<file path="src/hw/rtl/tss_pkg.sv">
package tss_pkg;

    localparam int COORD_BITS  = 10;
    localparam int FRAC_BITS   = 4;
    localparam int OUT_BITS    = COORD_BITS + FRAC_BITS;
    // quotient magnitude never exceeds |dx| << FRAC_BITS
    localparam int QUO_BITS    = COORD_BITS + FRAC_BITS;
    localparam int PROD_BITS   = 2 * COORD_BITS;
    localparam int REM_BITS    = PROD_BITS + FRAC_BITS;
    localparam int DEN_SH_BITS = COORD_BITS + QUO_BITS - 1;
    localparam int CFG_IDX_BITS = 3;

    typedef enum logic [CFG_IDX_BITS-1:0] {
        REG_VERTEX_A_X = 3'd0,
        REG_VERTEX_A_Y = 3'd1,
        REG_VERTEX_B_X = 3'd2,
        REG_VERTEX_B_Y = 3'd3,
        REG_VERTEX_C_X = 3'd4,
        REG_VERTEX_C_Y = 3'd5
    } cfg_reg_e;

    typedef struct packed {
        logic [COORD_BITS-1:0] x;
        logic [COORD_BITS-1:0] y;
    } vertex_t;

    // edge setup before the multiply
    typedef struct packed {
        logic [COORD_BITS-1:0] dy;
        logic [COORD_BITS-1:0] dx_mag;
        logic                  neg;
        logic [COORD_BITS-1:0] den;
        logic [COORD_BITS-1:0] base;
    } edge_t;

    typedef struct packed {
        logic  in_range;
        edge_t edge_split;
        edge_t edge_long;
    } front_t;

    // one divider lane as it walks down the cell chain
    typedef struct packed {
        logic [REM_BITS-1:0]    rem;
        logic [DEN_SH_BITS-1:0] den_sh;
        logic [QUO_BITS-1:0]    quo;
        logic                   neg;
        logic [COORD_BITS-1:0]  base;
    } lane_t;

    typedef struct packed {
        logic  in_range;
        lane_t lane_split;
        lane_t lane_long;
    } div_stage_t;

endpackage

</file>
<file path="src/hw/rtl/tss_if.sv">
interface tss_row_if;
    logic                           valid;
    logic                           ready;
    logic [tss_pkg::COORD_BITS-1:0] row;

    modport source (output valid, output row, input ready);
    modport sink (input valid, input row, output ready);
endinterface

interface tss_span_if;
    logic                         valid;
    logic                         ready;
    logic                         row_in_range;
    logic [tss_pkg::OUT_BITS-1:0] x_split_edge;
    logic [tss_pkg::OUT_BITS-1:0] x_long_edge;

    modport source (output valid, output row_in_range, output x_split_edge,
                    output x_long_edge, input ready);
    modport sink (input valid, input row_in_range, input x_split_edge,
                  input x_long_edge, output ready);
endinterface

</file>
<file path="src/hw/rtl/tss_front.sv">
module tss_front
(
    input  logic                 clk,
    input  logic                 rst_n,
    tss_row_if.sink              req,
    input  tss_pkg::vertex_t     vtx_a,
    input  tss_pkg::vertex_t     vtx_b,
    input  tss_pkg::vertex_t     vtx_c,
    output logic                 valid_out,
    output tss_pkg::div_stage_t  data_out,
    input  logic                 ready_in
);

    function automatic tss_pkg::edge_t make_edge(
        input tss_pkg::vertex_t                p,
        input tss_pkg::vertex_t                q,
        input logic [tss_pkg::COORD_BITS-1:0]  r,
        input logic                            keep
    );
        tss_pkg::edge_t e;
        e.dy   = r - p.y;
        e.base = p.x;
        if (keep)
        begin
            e.neg    = (q.x < p.x);
            e.dx_mag = (q.x < p.x) ? (p.x - q.x) : (q.x - p.x);
            e.den    = q.y - p.y;
        end
        else
        begin
            e.neg    = 1'b0;
            e.dx_mag = '0;
            e.den    = tss_pkg::COORD_BITS'(1);
        end
        return e;
    endfunction

    function automatic tss_pkg::lane_t make_lane(input tss_pkg::edge_t e);
        tss_pkg::lane_t                  l;
        logic [tss_pkg::PROD_BITS-1:0]   prod;
        prod     = tss_pkg::PROD_BITS'(e.dy) * tss_pkg::PROD_BITS'(e.dx_mag);
        l.rem    = tss_pkg::REM_BITS'(prod) << tss_pkg::FRAC_BITS;
        l.den_sh = tss_pkg::DEN_SH_BITS'(e.den) << (tss_pkg::QUO_BITS - 1);
        l.quo    = '0;
        l.neg    = e.neg;
        l.base   = e.base;
        return l;
    endfunction

    tss_pkg::vertex_t    st;
    tss_pkg::vertex_t    sm;
    tss_pkg::vertex_t    sb;
    tss_pkg::vertex_t    tmp;
    logic                in_range;
    logic                use_lower;
    logic                flat_lower;
    tss_pkg::front_t     a_next;
    logic                a_valid_reg;
    tss_pkg::front_t     a_data_reg;
    logic                a_ready;
    tss_pkg::div_stage_t b_next;
    logic                b_valid_reg;
    tss_pkg::div_stage_t b_data_reg;
    logic                b_ready;

    // stable three-swap sort by y
    always_comb
    begin
        st  = vtx_a;
        sm  = vtx_b;
        sb  = vtx_c;
        tmp = '0;
        if (st.y > sm.y)
        begin
            tmp = st;
            st  = sm;
            sm  = tmp;
        end
        if (sm.y > sb.y)
        begin
            tmp = sm;
            sm  = sb;
            sb  = tmp;
        end
        if (sm.y < st.y)
        begin
            tmp = sm;
            sm  = st;
            st  = tmp;
        end
    end

    always_comb
    begin
        in_range   = (req.row > st.y) && (req.row <= sb.y);
        use_lower  = (req.row >= sm.y) || (sm.y == st.y);
        flat_lower = (sb.y == sm.y);
        a_next.in_range = in_range;
        if (use_lower)
            a_next.edge_split = make_edge(sm, sb, req.row, in_range && !flat_lower);
        else
            a_next.edge_split = make_edge(st, sm, req.row, in_range);
        a_next.edge_long = make_edge(st, sb, req.row, in_range);
    end

    always_comb
    begin
        b_next.in_range   = a_data_reg.in_range;
        b_next.lane_split = make_lane(a_data_reg.edge_split);
        b_next.lane_long  = make_lane(a_data_reg.edge_long);
    end

    assign b_ready   = !b_valid_reg || ready_in;
    assign a_ready   = !a_valid_reg || b_ready;
    assign req.ready = a_ready;

    always_ff @(posedge clk or negedge rst_n)
    begin
        if (!rst_n)
        begin
            a_valid_reg <= 1'b0;
            b_valid_reg <= 1'b0;
        end
        else
        begin
            if (a_ready)
                a_valid_reg <= req.valid;
            if (b_ready)
                b_valid_reg <= a_valid_reg;
        end
    end

    always_ff @(posedge clk)
    begin
        if (a_ready && req.valid)
            a_data_reg <= a_next;
        if (b_ready && a_valid_reg)
            b_data_reg <= b_next;
    end

    assign valid_out = b_valid_reg;
    assign data_out  = b_data_reg;

endmodule

</file>
<file path="src/hw/rtl/tss_div_cell.sv">
module tss_div_cell
(
    input  logic                 clk,
    input  logic                 rst_n,
    input  logic                 valid_in,
    input  tss_pkg::div_stage_t  data_in,
    output logic                 ready_out,
    output logic                 valid_out,
    output tss_pkg::div_stage_t  data_out,
    input  logic                 ready_in
);

    // one restoring step: one quotient bit per lane
    function automatic tss_pkg::lane_t div_step(input tss_pkg::lane_t cur);
        tss_pkg::lane_t                 nxt;
        logic [tss_pkg::REM_BITS-1:0]   den_ext;
        logic                           take;
        nxt     = cur;
        den_ext = tss_pkg::REM_BITS'(cur.den_sh);
        take    = (cur.rem >= den_ext);
        if (take)
            nxt.rem = cur.rem - den_ext;
        nxt.quo    = {cur.quo[tss_pkg::QUO_BITS-2:0], take};
        nxt.den_sh = cur.den_sh >> 1;
        return nxt;
    endfunction

    logic                valid_reg;
    tss_pkg::div_stage_t data_reg;
    tss_pkg::div_stage_t data_next;

    always_comb
    begin
        data_next.in_range   = data_in.in_range;
        data_next.lane_split = div_step(data_in.lane_split);
        data_next.lane_long  = div_step(data_in.lane_long);
    end

    assign ready_out = !valid_reg || ready_in;

    always_ff @(posedge clk or negedge rst_n)
    begin
        if (!rst_n)
            valid_reg <= 1'b0;
        else if (ready_out)
            valid_reg <= valid_in;
    end

    always_ff @(posedge clk)
    begin
        if (ready_out && valid_in)
            data_reg <= data_next;
    end

    assign valid_out = valid_reg;
    assign data_out  = data_reg;

endmodule

</file>
<file path="src/hw/rtl/triangle_scanline_span_core.sv">
// Channel  Dir  Payload                                     Transfer
// req      in   row                                         valid & ready
// span     out  row_in_range, x_split_edge, x_long_edge     valid & ready
// cfg      in   cfg_index, cfg_data                         cfg_we (no wait)
//
// Path from request to result: front-end registers a and b, the divider chain
// (one cell per quotient bit, both edges divided side by side in every cell)
// and the output register; x crossings are 10.4 fixed point. One transaction
// per cycle sustained while span keeps taking results.
// Reset: rst_n clears all valid flags and the vertex registers to zero.
// Stalls: every stage holds only while its successor is full and stalled, so
// bubbles close up and req keeps taking rows while span waits, until full.
module triangle_scanline_span_core
(
    input  logic                                clk,
    input  logic                                rst_n,
    tss_row_if.sink                             req,
    tss_span_if.source                          span,
    input  logic                                cfg_we,
    input  logic [tss_pkg::CFG_IDX_BITS-1:0]    cfg_index,
    input  logic [tss_pkg::COORD_BITS-1:0]      cfg_data
);

    // Final fix-up: floor for negative slopes, then add the top x.
    function automatic logic [tss_pkg::OUT_BITS-1:0] finish(input tss_pkg::lane_t l);
        logic [tss_pkg::OUT_BITS-1:0] scaled;
        logic [tss_pkg::QUO_BITS:0]   adj;
        scaled = tss_pkg::OUT_BITS'(l.base) << tss_pkg::FRAC_BITS;
        adj    = {1'b0, l.quo} +
                 (tss_pkg::QUO_BITS+1)'(l.neg && (l.rem != '0));
        if (l.neg)
            return scaled - tss_pkg::OUT_BITS'(adj);
        else
            return scaled + tss_pkg::OUT_BITS'(adj);
    endfunction

    // Vertex registers: the user must write them only while the core is idle; the core does not enforce this.
    tss_pkg::vertex_t vtx_a_reg;
    tss_pkg::vertex_t vtx_b_reg;
    tss_pkg::vertex_t vtx_c_reg;

    always_ff @(posedge clk or negedge rst_n)
    begin
        if (!rst_n)
        begin
            vtx_a_reg <= '0;
            vtx_b_reg <= '0;
            vtx_c_reg <= '0;
        end
        else if (cfg_we)
        begin
            unique case (cfg_index)
                tss_pkg::REG_VERTEX_A_X: vtx_a_reg.x <= cfg_data;
                tss_pkg::REG_VERTEX_A_Y: vtx_a_reg.y <= cfg_data;
                tss_pkg::REG_VERTEX_B_X: vtx_b_reg.x <= cfg_data;
                tss_pkg::REG_VERTEX_B_Y: vtx_b_reg.y <= cfg_data;
                tss_pkg::REG_VERTEX_C_X: vtx_c_reg.x <= cfg_data;
                tss_pkg::REG_VERTEX_C_Y: vtx_c_reg.y <= cfg_data;
                default: ;  // unknown index: write dropped
            endcase
        end
    end

    // Cell chain: slot 0 is fed by the front end, slot QUO_BITS feeds the
    // output register.
    logic                chain_valid [tss_pkg::QUO_BITS+1];
    tss_pkg::div_stage_t chain_data  [tss_pkg::QUO_BITS+1];
    logic                chain_ready [tss_pkg::QUO_BITS+1];

    tss_front u_front
    (
        .clk       (clk),
        .rst_n     (rst_n),
        .req       (req),
        .vtx_a     (vtx_a_reg),
        .vtx_b     (vtx_b_reg),
        .vtx_c     (vtx_c_reg),
        .valid_out (chain_valid[0]),
        .data_out  (chain_data[0]),
        .ready_in  (chain_ready[0])
    );

    for (genvar g = 0; g < tss_pkg::QUO_BITS; g++)
    begin : g_cell
        tss_div_cell u_cell
        (
            .clk       (clk),
            .rst_n     (rst_n),
            .valid_in  (chain_valid[g]),
            .data_in   (chain_data[g]),
            .ready_out (chain_ready[g]),
            .valid_out (chain_valid[g+1]),
            .data_out  (chain_data[g+1]),
            .ready_in  (chain_ready[g+1])
        );
    end

    // Output register.
    logic                         span_valid_reg;
    logic                         in_range_reg;
    logic [tss_pkg::OUT_BITS-1:0] x_split_reg;
    logic [tss_pkg::OUT_BITS-1:0] x_long_reg;
    logic                         in_range_next;
    logic [tss_pkg::OUT_BITS-1:0] x_split_next;
    logic [tss_pkg::OUT_BITS-1:0] x_long_next;
    logic                         out_ready;

    assign out_ready                      = !span_valid_reg || span.ready;
    assign chain_ready[tss_pkg::QUO_BITS] = out_ready;

    always_comb
    begin
        in_range_next = chain_data[tss_pkg::QUO_BITS].in_range;
        if (in_range_next)
        begin
            x_split_next = finish(chain_data[tss_pkg::QUO_BITS].lane_split);
            x_long_next  = finish(chain_data[tss_pkg::QUO_BITS].lane_long);
        end
        else
        begin
            // row outside the triangle: both crossings read zero
            x_split_next = '0;
            x_long_next  = '0;
        end
    end

    always_ff @(posedge clk or negedge rst_n)
    begin
        if (!rst_n)
            span_valid_reg <= 1'b0;
        else if (out_ready)
            span_valid_reg <= chain_valid[tss_pkg::QUO_BITS];
    end

    always_ff @(posedge clk)
    begin
        if (out_ready && chain_valid[tss_pkg::QUO_BITS])
        begin
            in_range_reg <= in_range_next;
            x_split_reg  <= x_split_next;
            x_long_reg   <= x_long_next;
        end
    end

    assign span.valid        = span_valid_reg;
    assign span.row_in_range = in_range_reg;
    assign span.x_split_edge = x_split_reg;
    assign span.x_long_edge  = x_long_reg;

`ifndef SYNTHESIS
    // An open output slot lets the whole chain move, so req must be ready.
    a_req_ready_when_drained: assert property (@(posedge clk) disable iff (!rst_n)
        (!span.valid || span.ready) |-> req.ready)
        else $error("req stalled while output slot open");

    // Out-of-range rows carry zero crossings.
    a_out_of_range_zero: assert property (@(posedge clk) disable iff (!rst_n)
        (span.valid && !span.row_in_range) |->
            (span.x_split_edge == '0 && span.x_long_edge == '0))
        else $error("nonzero crossing on out-of-range row");

    // A crossing lies between vertex x values, so never past the last pixel.
    a_crossing_bound: assert property (@(posedge clk) disable iff (!rst_n)
        span.valid |->
            (span.x_split_edge <= ({tss_pkg::OUT_BITS{1'b1}} << tss_pkg::FRAC_BITS) &&
             span.x_long_edge <= ({tss_pkg::OUT_BITS{1'b1}} << tss_pkg::FRAC_BITS)))
        else $error("crossing beyond coordinate range");
`endif

endmodule
</file>
<file path="src/flat_wrapper.sv">
// flat-port wrapper written by rule: the top's interface ports become plain ports
module triangle_scanline_span_core_flat 
  (clk, rst_n, cfg_we, cfg_index, cfg_data, req_valid, req_row, req_ready, span_valid, span_row_in_range, span_x_split_edge, span_x_long_edge, span_ready);
  tss_row_if req_i ();
  tss_span_if span_i ();
  input  logic clk;
  input  logic rst_n;
  input  logic cfg_we;
  input  logic [tss_pkg::CFG_IDX_BITS-1:0] cfg_index;
  input  logic [tss_pkg::COORD_BITS-1:0] cfg_data;
  input wire logic [$bits(req_i.valid)-1:0] req_valid;
  input wire logic [$bits(req_i.row)-1:0] req_row;
  output wire logic [$bits(req_i.ready)-1:0] req_ready;
  output wire logic [$bits(span_i.valid)-1:0] span_valid;
  output wire logic [$bits(span_i.row_in_range)-1:0] span_row_in_range;
  output wire logic [$bits(span_i.x_split_edge)-1:0] span_x_split_edge;
  output wire logic [$bits(span_i.x_long_edge)-1:0] span_x_long_edge;
  input wire logic [$bits(span_i.ready)-1:0] span_ready;
  assign req_i.valid = req_valid;
  assign req_i.row = req_row;
  assign req_ready = req_i.ready;
  assign span_valid = span_i.valid;
  assign span_row_in_range = span_i.row_in_range;
  assign span_x_split_edge = span_i.x_split_edge;
  assign span_x_long_edge = span_i.x_long_edge;
  assign span_i.ready = span_ready;
  triangle_scanline_span_core u_core (.clk(clk), .rst_n(rst_n), .req(req_i), .span(span_i), .cfg_we(cfg_we), .cfg_index(cfg_index), .cfg_data(cfg_data));
endmodule
</file>
<file path="config.mk">
export PLATFORM = sky130hd
export DESIGN_NAME = triangle_scanline_span_core_flat
export DESIGN_NICKNAME = d
export VERILOG_FILES = /design/src/hw/rtl/tss_pkg.sv /design/src/hw/rtl/tss_if.sv /design/src/hw/rtl/tss_front.sv /design/src/hw/rtl/tss_div_cell.sv /design/src/hw/rtl/triangle_scanline_span_core.sv /design/src/flat_wrapper.sv
export SDC_FILE = /design/constraint.sdc
export NUM_CORES = 2
export LEC_CHECK = 0
export ABC_AREA = 1
export BUFFER_PORTS_ARGS = -buffer_cell sky130_fd_sc_hd__buf_2
export CAP_MARGIN = 10
export CORE_ASPECT_RATIO = 1.1
export CORE_UTILIZATION = 55
export CTS_BUF_LIST = sky130_fd_sc_hd__clkbuf_4 sky130_fd_sc_hd__clkbuf_8
export DETAILED_ROUTE_END_ITERATION = 7
export PLACE_DENSITY = 0.71
export SYNTH_ARGS = -nofsm -noshare
export SYNTH_HDL_FRONTEND = slang
export SYNTH_SLANG_ARGS = --single-unit
</file>
<file path="constraint.sdc">
create_clock -name clk -period 23.2 [get_ports clk]
set_clock_uncertainty 0.05 [all_clocks]
set_input_delay 3.48 -clock clk [delete_from_list [all_inputs] [get_ports clk]]
set_output_delay 3.48 -clock clk [all_outputs]
set_load 0.005 [all_outputs]
</file>
-- Word-level counts from Yosys, hierarchy flattened
Index checks and enable logic that the tools add are counted.
- add/subtract/negate cells: 45
- multiply operators: 2
- magnitude comparators: 37
- equal/unequal tests: 7
- mux-type cells: 42
- reduce and logical (&&, ||, !) cells: 66
- operators with widths (operator ; number):
    $mux W24 ; 28
    $mux W20 ; 6
    $sub A10 B10 Y10 ; 11
    $ge A24 B10 Y1 ; 2
    $ge A24 B11 Y1 ; 2
    $ge A24 B12 Y1 ; 2
    $ge A24 B13 Y1 ; 2
    $ge A24 B14 Y1 ; 2
    $ge A24 B15 Y1 ; 2
    $ge A24 B16 Y1 ; 2
    $ge A24 B17 Y1 ; 2
    $ge A24 B18 Y1 ; 2
    $ge A24 B19 Y1 ; 2
    $ge A24 B20 Y1 ; 2
    $ge A24 B21 Y1 ; 2
    $ge A24 B22 Y1 ; 2
    $ge A24 B23 Y1 ; 2
    $reduce_bool A24 Y1 ; 2
    $sub A24 B10 Y24 ; 2
    $sub A24 B11 Y24 ; 2
    $sub A24 B12 Y24 ; 2
    $sub A24 B13 Y24 ; 2
    $sub A24 B14 Y24 ; 2
    $sub A24 B15 Y24 ; 2
    other kinds (29) ; 112
- flip-flop bits (word level): 1736
- logic and storage cells: 399

-- Longest topological paths before layout
- depth in word-level cells: 19
- depth in mapped cells: 56
- depth with buffers taken out: 49

-- Modules after synthesis
A second synthesis with hierarchy kept.
- cell total of the unflattened synthesis: 18610
- area, all modules: 149120.5 um2
- modules (own cells, without submodules) (module ; instances ; cells each ; area an instance (um2)):
    tss_div_cell at u_core.g_cell[4].u_cell ... ; 6 ; 1093 ; 8735.9
    tss_div_cell at u_core.g_cell[12].u_cell ... ; 5 ; 1091 ; 8856.0
    tss_front ; 1 ; 2510 ; 19761.5
    tss_div_cell at u_core.g_cell[0].u_cell ... ; 2 ; 1092 ; 8861.0
    tss_div_cell at u_core.g_cell[11].u_cell ; 1 ; 1091 ; 8858.5
    triangle_scanline_span_core ; 1 ; 812 ; 6083.3

-- Worst setup path before layout
No wires, ideal clock.
- kind: input -> register
- start point: in span_ready
- end point: reg u_core.g_cell[7].u_cell.data_reg (netlist bit u_core.g_cell[7].u_cell.data_out[0]) (enable)
- setup time: 590 ps
- data arrival time: 8847 ps
- data required time: 22560 ps
- setup slack: 13713 ps
- cell stages on the path: 12
- buffers on the path: 0
- path through: nor2_2 > inv_1 > nor2_1 > inv_1 > nor2_1 > inv_1 > nor2_2 > inv_2 > nor2_2 > nand2_1 > nor2_2 > a21oi_1
- cells in the longest elaborated chain, start to end: 9
- RTL lines (element ; RTL line ; source):
    start: declaration ; flat_wrapper.sv:18 ; input wire logic [$bits(span_i.ready)-1:0] span_ready;
    $logic_or A1 B1 Y1 ; triangle_scanline_span_core.sv:108 ; assign out_ready = !span_valid_reg || span.ready;
    $logic_or A1 B1 Y1 (7 in a row) ; tss_div_cell.sv:39 ; assign ready_out = !valid_reg || ready_in;
    $logic_and A1 B1 Y1 ; tss_div_cell.sv:51 ; if (ready_out && valid_in)
    end signal: assignment ; tss_div_cell.sv:52 ; data_reg <= data_next;
    end: declaration ; tss_div_cell.sv:29 ; tss_pkg::div_stage_t data_reg;
Every way passes these cells.
A chain may end at the register's enable or synchronous reset.

-- Final worst setup path
- start point: in span_ready
- end point: out req_ready
- cells in the longest elaborated chain, start to end: 17
- RTL lines (element ; RTL line ; source):
    $logic_or A1 B1 Y1 ; triangle_scanline_span_core.sv:108 ;
    $logic_or A1 B1 Y1 (14 in a row) ; tss_div_cell.sv:39 ;
    $logic_or A1 B1 Y1 ; tss_front.sv:113 ; assign b_ready = !b_valid_reg || ready_in;
    $logic_or A1 B1 Y1 ; tss_front.sv:114 ; assign a_ready = !a_valid_reg || b_ready;
    end: declaration ; flat_wrapper.sv:13 ; output wire logic [$bits(req_i.ready)-1:0] req_ready;
Every way passes these cells.

==> impl_metrics.tcl <==
set metrics [dict create \
    synth_edf_count 1567 \
    largest_register_ffs 1372 \
    cts-root-buf "clkbuf_8" \
    syn_nets 8750 \
    required_ns 19.67 \
    status "completed" \
    synthCells 7999 \
    yosysWarnings 0 \
    period_needed_ns 9.98 \
    r2r_setup_slack_ns 13.35 \
    h-tree-depth 5 \
    grt_max_degree 87 \
    cts_setup_buffers 0 \
    gp_congestion 0.924 \
    fillers 12243 \
    track_usage_pct 22.0 \
    syn-mean-instance-area_um2 10.8 \
    drtPass1Iterations 6 \
    antenna_found_initial 1 \
    synthFlopType "edfxtp_1" \
    vias 55114 \
    cts.path.max_buffers 4 \
    cts_hold_buf 0 \
    cp-start-kind "input port" \
    die-area_um2 158000 \
    crit_fanout 3 \
    tightest_slew_ns 1.15 \
    cts-buffers-inserted 283 \
    placement.io_buffers 58 \
    cap_violations 0 \
    relSlewSlack_pct 23.2 \
    max_freq_mhz 100 \
    cts.sinks 1644 \
    num_io_pins 59 \
    finalSetupTns_ns 0 \
    wl_per_cell_um 16.3 \
    drtIter0Drc 3013 \
    viasPerCell 5.25 \
    place_hpwl_mm 130 \
    clk_pin_slew_ns 0.06 \
    nets 8989 \
    tritoncts "built" \
    die_w_um 379 \
    overflow 0 \
    hp-class "register to register" \
    endpoint_kind "output pin" \
    ctsResizeCount 0 \
    drtAntennaViolNets 0 \
    row_count 151 \
    wirelength_mm 171 \
    grt_pass1_vias 55853 \
    syn_to_final_growth_pct 9.28 \
    min_period_over_period_pct 43.0 \
    die_height_um 417 \
    finalSetupViolCount 0 \
    hold_violations 0 \
    grt_pass1_wl_mm 276 \
    rsz0062_at_grt "false" \
    ys_seq_area_share_pct 56.9 \
    syn_area_um2 86200 \
    cp.arrival_ns 6.45 \
    synthArstFlopShare_pct 4.68 \
    start_util_pct 55.7 \
    clk_latency_ns 0.99 \
    drv_slew 0 \
    yosys_register_bits 1644 \
    drcViolationCount 0 \
    crit_type "input port to output pin" \
    drive_gt1_share_pct 7.76 \
    coreArea_um2 155000 \
    synth_cell_type_count 73 \
]
cell usage after synthesis (all sizes together) (77+ instances only):
library cell	number	area, um^2
fa	160	3200
inv	1200	4500
nand2	1461	5560
edfxtp	1567	47100
clkbuf	113	424
nand3	265	1370
nor2	537	2070
dfrtp	77	1930
nor3	83	415
xnor2	192	1680
a21oi	492	2470
ha	563	7040
o21ai	597	3110
xor2	263	2300
worst max-delay path: stages:
cell and delay, ns:
buf_2 0.10, nor2_2 0.12, inv_1 0.06, nor2_1 0.08
inv_1 0.07, nor2_1 0.08, inv_1 0.07, nor2_2 0.18
inv_2 0.07, nor2_2 0.15, nand2_1 0.12, nor2_2 0.21
nand2_2 0.10, nor2_2 0.17, nand2_2 0.09, nor2_2 0.20
nand2_2 0.10, nor2_2 0.17, nand2_2 0.09, nor2_2 0.19
nand2_1 0.10, nor2_1 0.21, inv_1 0.09, buf_2 0.13
worst paths after layout:
kind | from | to | depth (start not counted)
hold reg to reg | u_core.g_cell[3].u_cell.data_out[80] | u_core.g_cell[4].u_cell.data_out[80] | 0
setup / recovery | span_ready | req_ready | 24
min in group asynchronous | rst_n | u_core.vtx_b_reg[3] | 1
hold / removal | u_core.g_cell[3].u_cell.data_out[80] | u_core.g_cell[4].u_cell.data_out[80] | 0
setup reg to reg | u_core.vtx_b_reg[9] | u_core.u_front.a_data_reg[51] | 44
max in group asynchronous | rst_n | u_core.g_cell[3].u_cell.valid_out | 2
final cells by class:
class	instances	area [um^2]	share of cell area (%)
antenna	1	2.50	0.00266
sequential	1644	49000	52.0
clock buffer	366	4600	4.89
inverter	1209	4550	4.84
clock inverter	113	772	0.820
tap	2065	2580	2.74
multi-input combinational	5006	32100	34.1
timing repair buffer	94	563	0.598
routing by layer:
| metal | global-route usage [%] | share of wire [%] | vias to the layer above |
|---|---|---|---|
| li1 | - | - | 27708 |
| met1 | 24.0 | 39 | 25846 |
| met2 | 40.4 | 52 | 1123 |
| met3 | 3.77 | 3.9 | 437 |
| met4 | 11.3 | 5.0 | 0 |
| met5 | 0 | 0 | - |
stage by stage:
stage	utilization, %	hold slack (ns)	std cells	setup slack (ns)	instance area (um^2)
after floorplan	-	0.350	7999	13.71	86200
after global placement	57.4	0.350	10018	13.18	88800
after detailed placement	57.4	0.355	10018	13.19	88800
after CTS	60.8	0.310	10497	13.18	94100
after global routing	60.8	0.332	10498	12.16	94100
final	60.8	0.312	10498	13.22	94100
logic make-up (layout without fill, tap and decap cells):
kind of cell,count (synthesis),after routing,share of synthesized area [%]
simple gates,2555,2555,12.5
flops,1644,1644,56.9
buf+inv,1349,1782,5.98
compound gates,1270,1270,8.09
fa+ha+maj,723,723,11.9
xor+xnor,455,455,4.63
mux,3,3,0.0378
other cells,0,1,0
cell usage in the layout (no fill, tap or decap), drive strengths merged, types with 11 or more instances in the layout:
cell type,synthesis,final
edfxtp,1567,1567
xor2,263,263
o21bai,27,27
nor2,537,537
nand4,67,67
or2,29,29
a211oi,22,22
a31oi,21,21
clkinv,9,105
a21o,22,22
nor4,70,70
clkbuf,113,366
nand3,265,265
xnor2,192,192
nor3,83,83
nand3b,16,16
o31ai,11,11
nand2,1461,1461
a21oi,492,492
inv,1200,1200
dfrtp,77,77
o211ai,13,13
buf,27,94
ha,563,563
o21ai,597,597
fa,160,160
a21boi,14,14
Power is not shown: default switching activity piles up to over one toggle a cycle in this logic, so the estimate is an artifact.
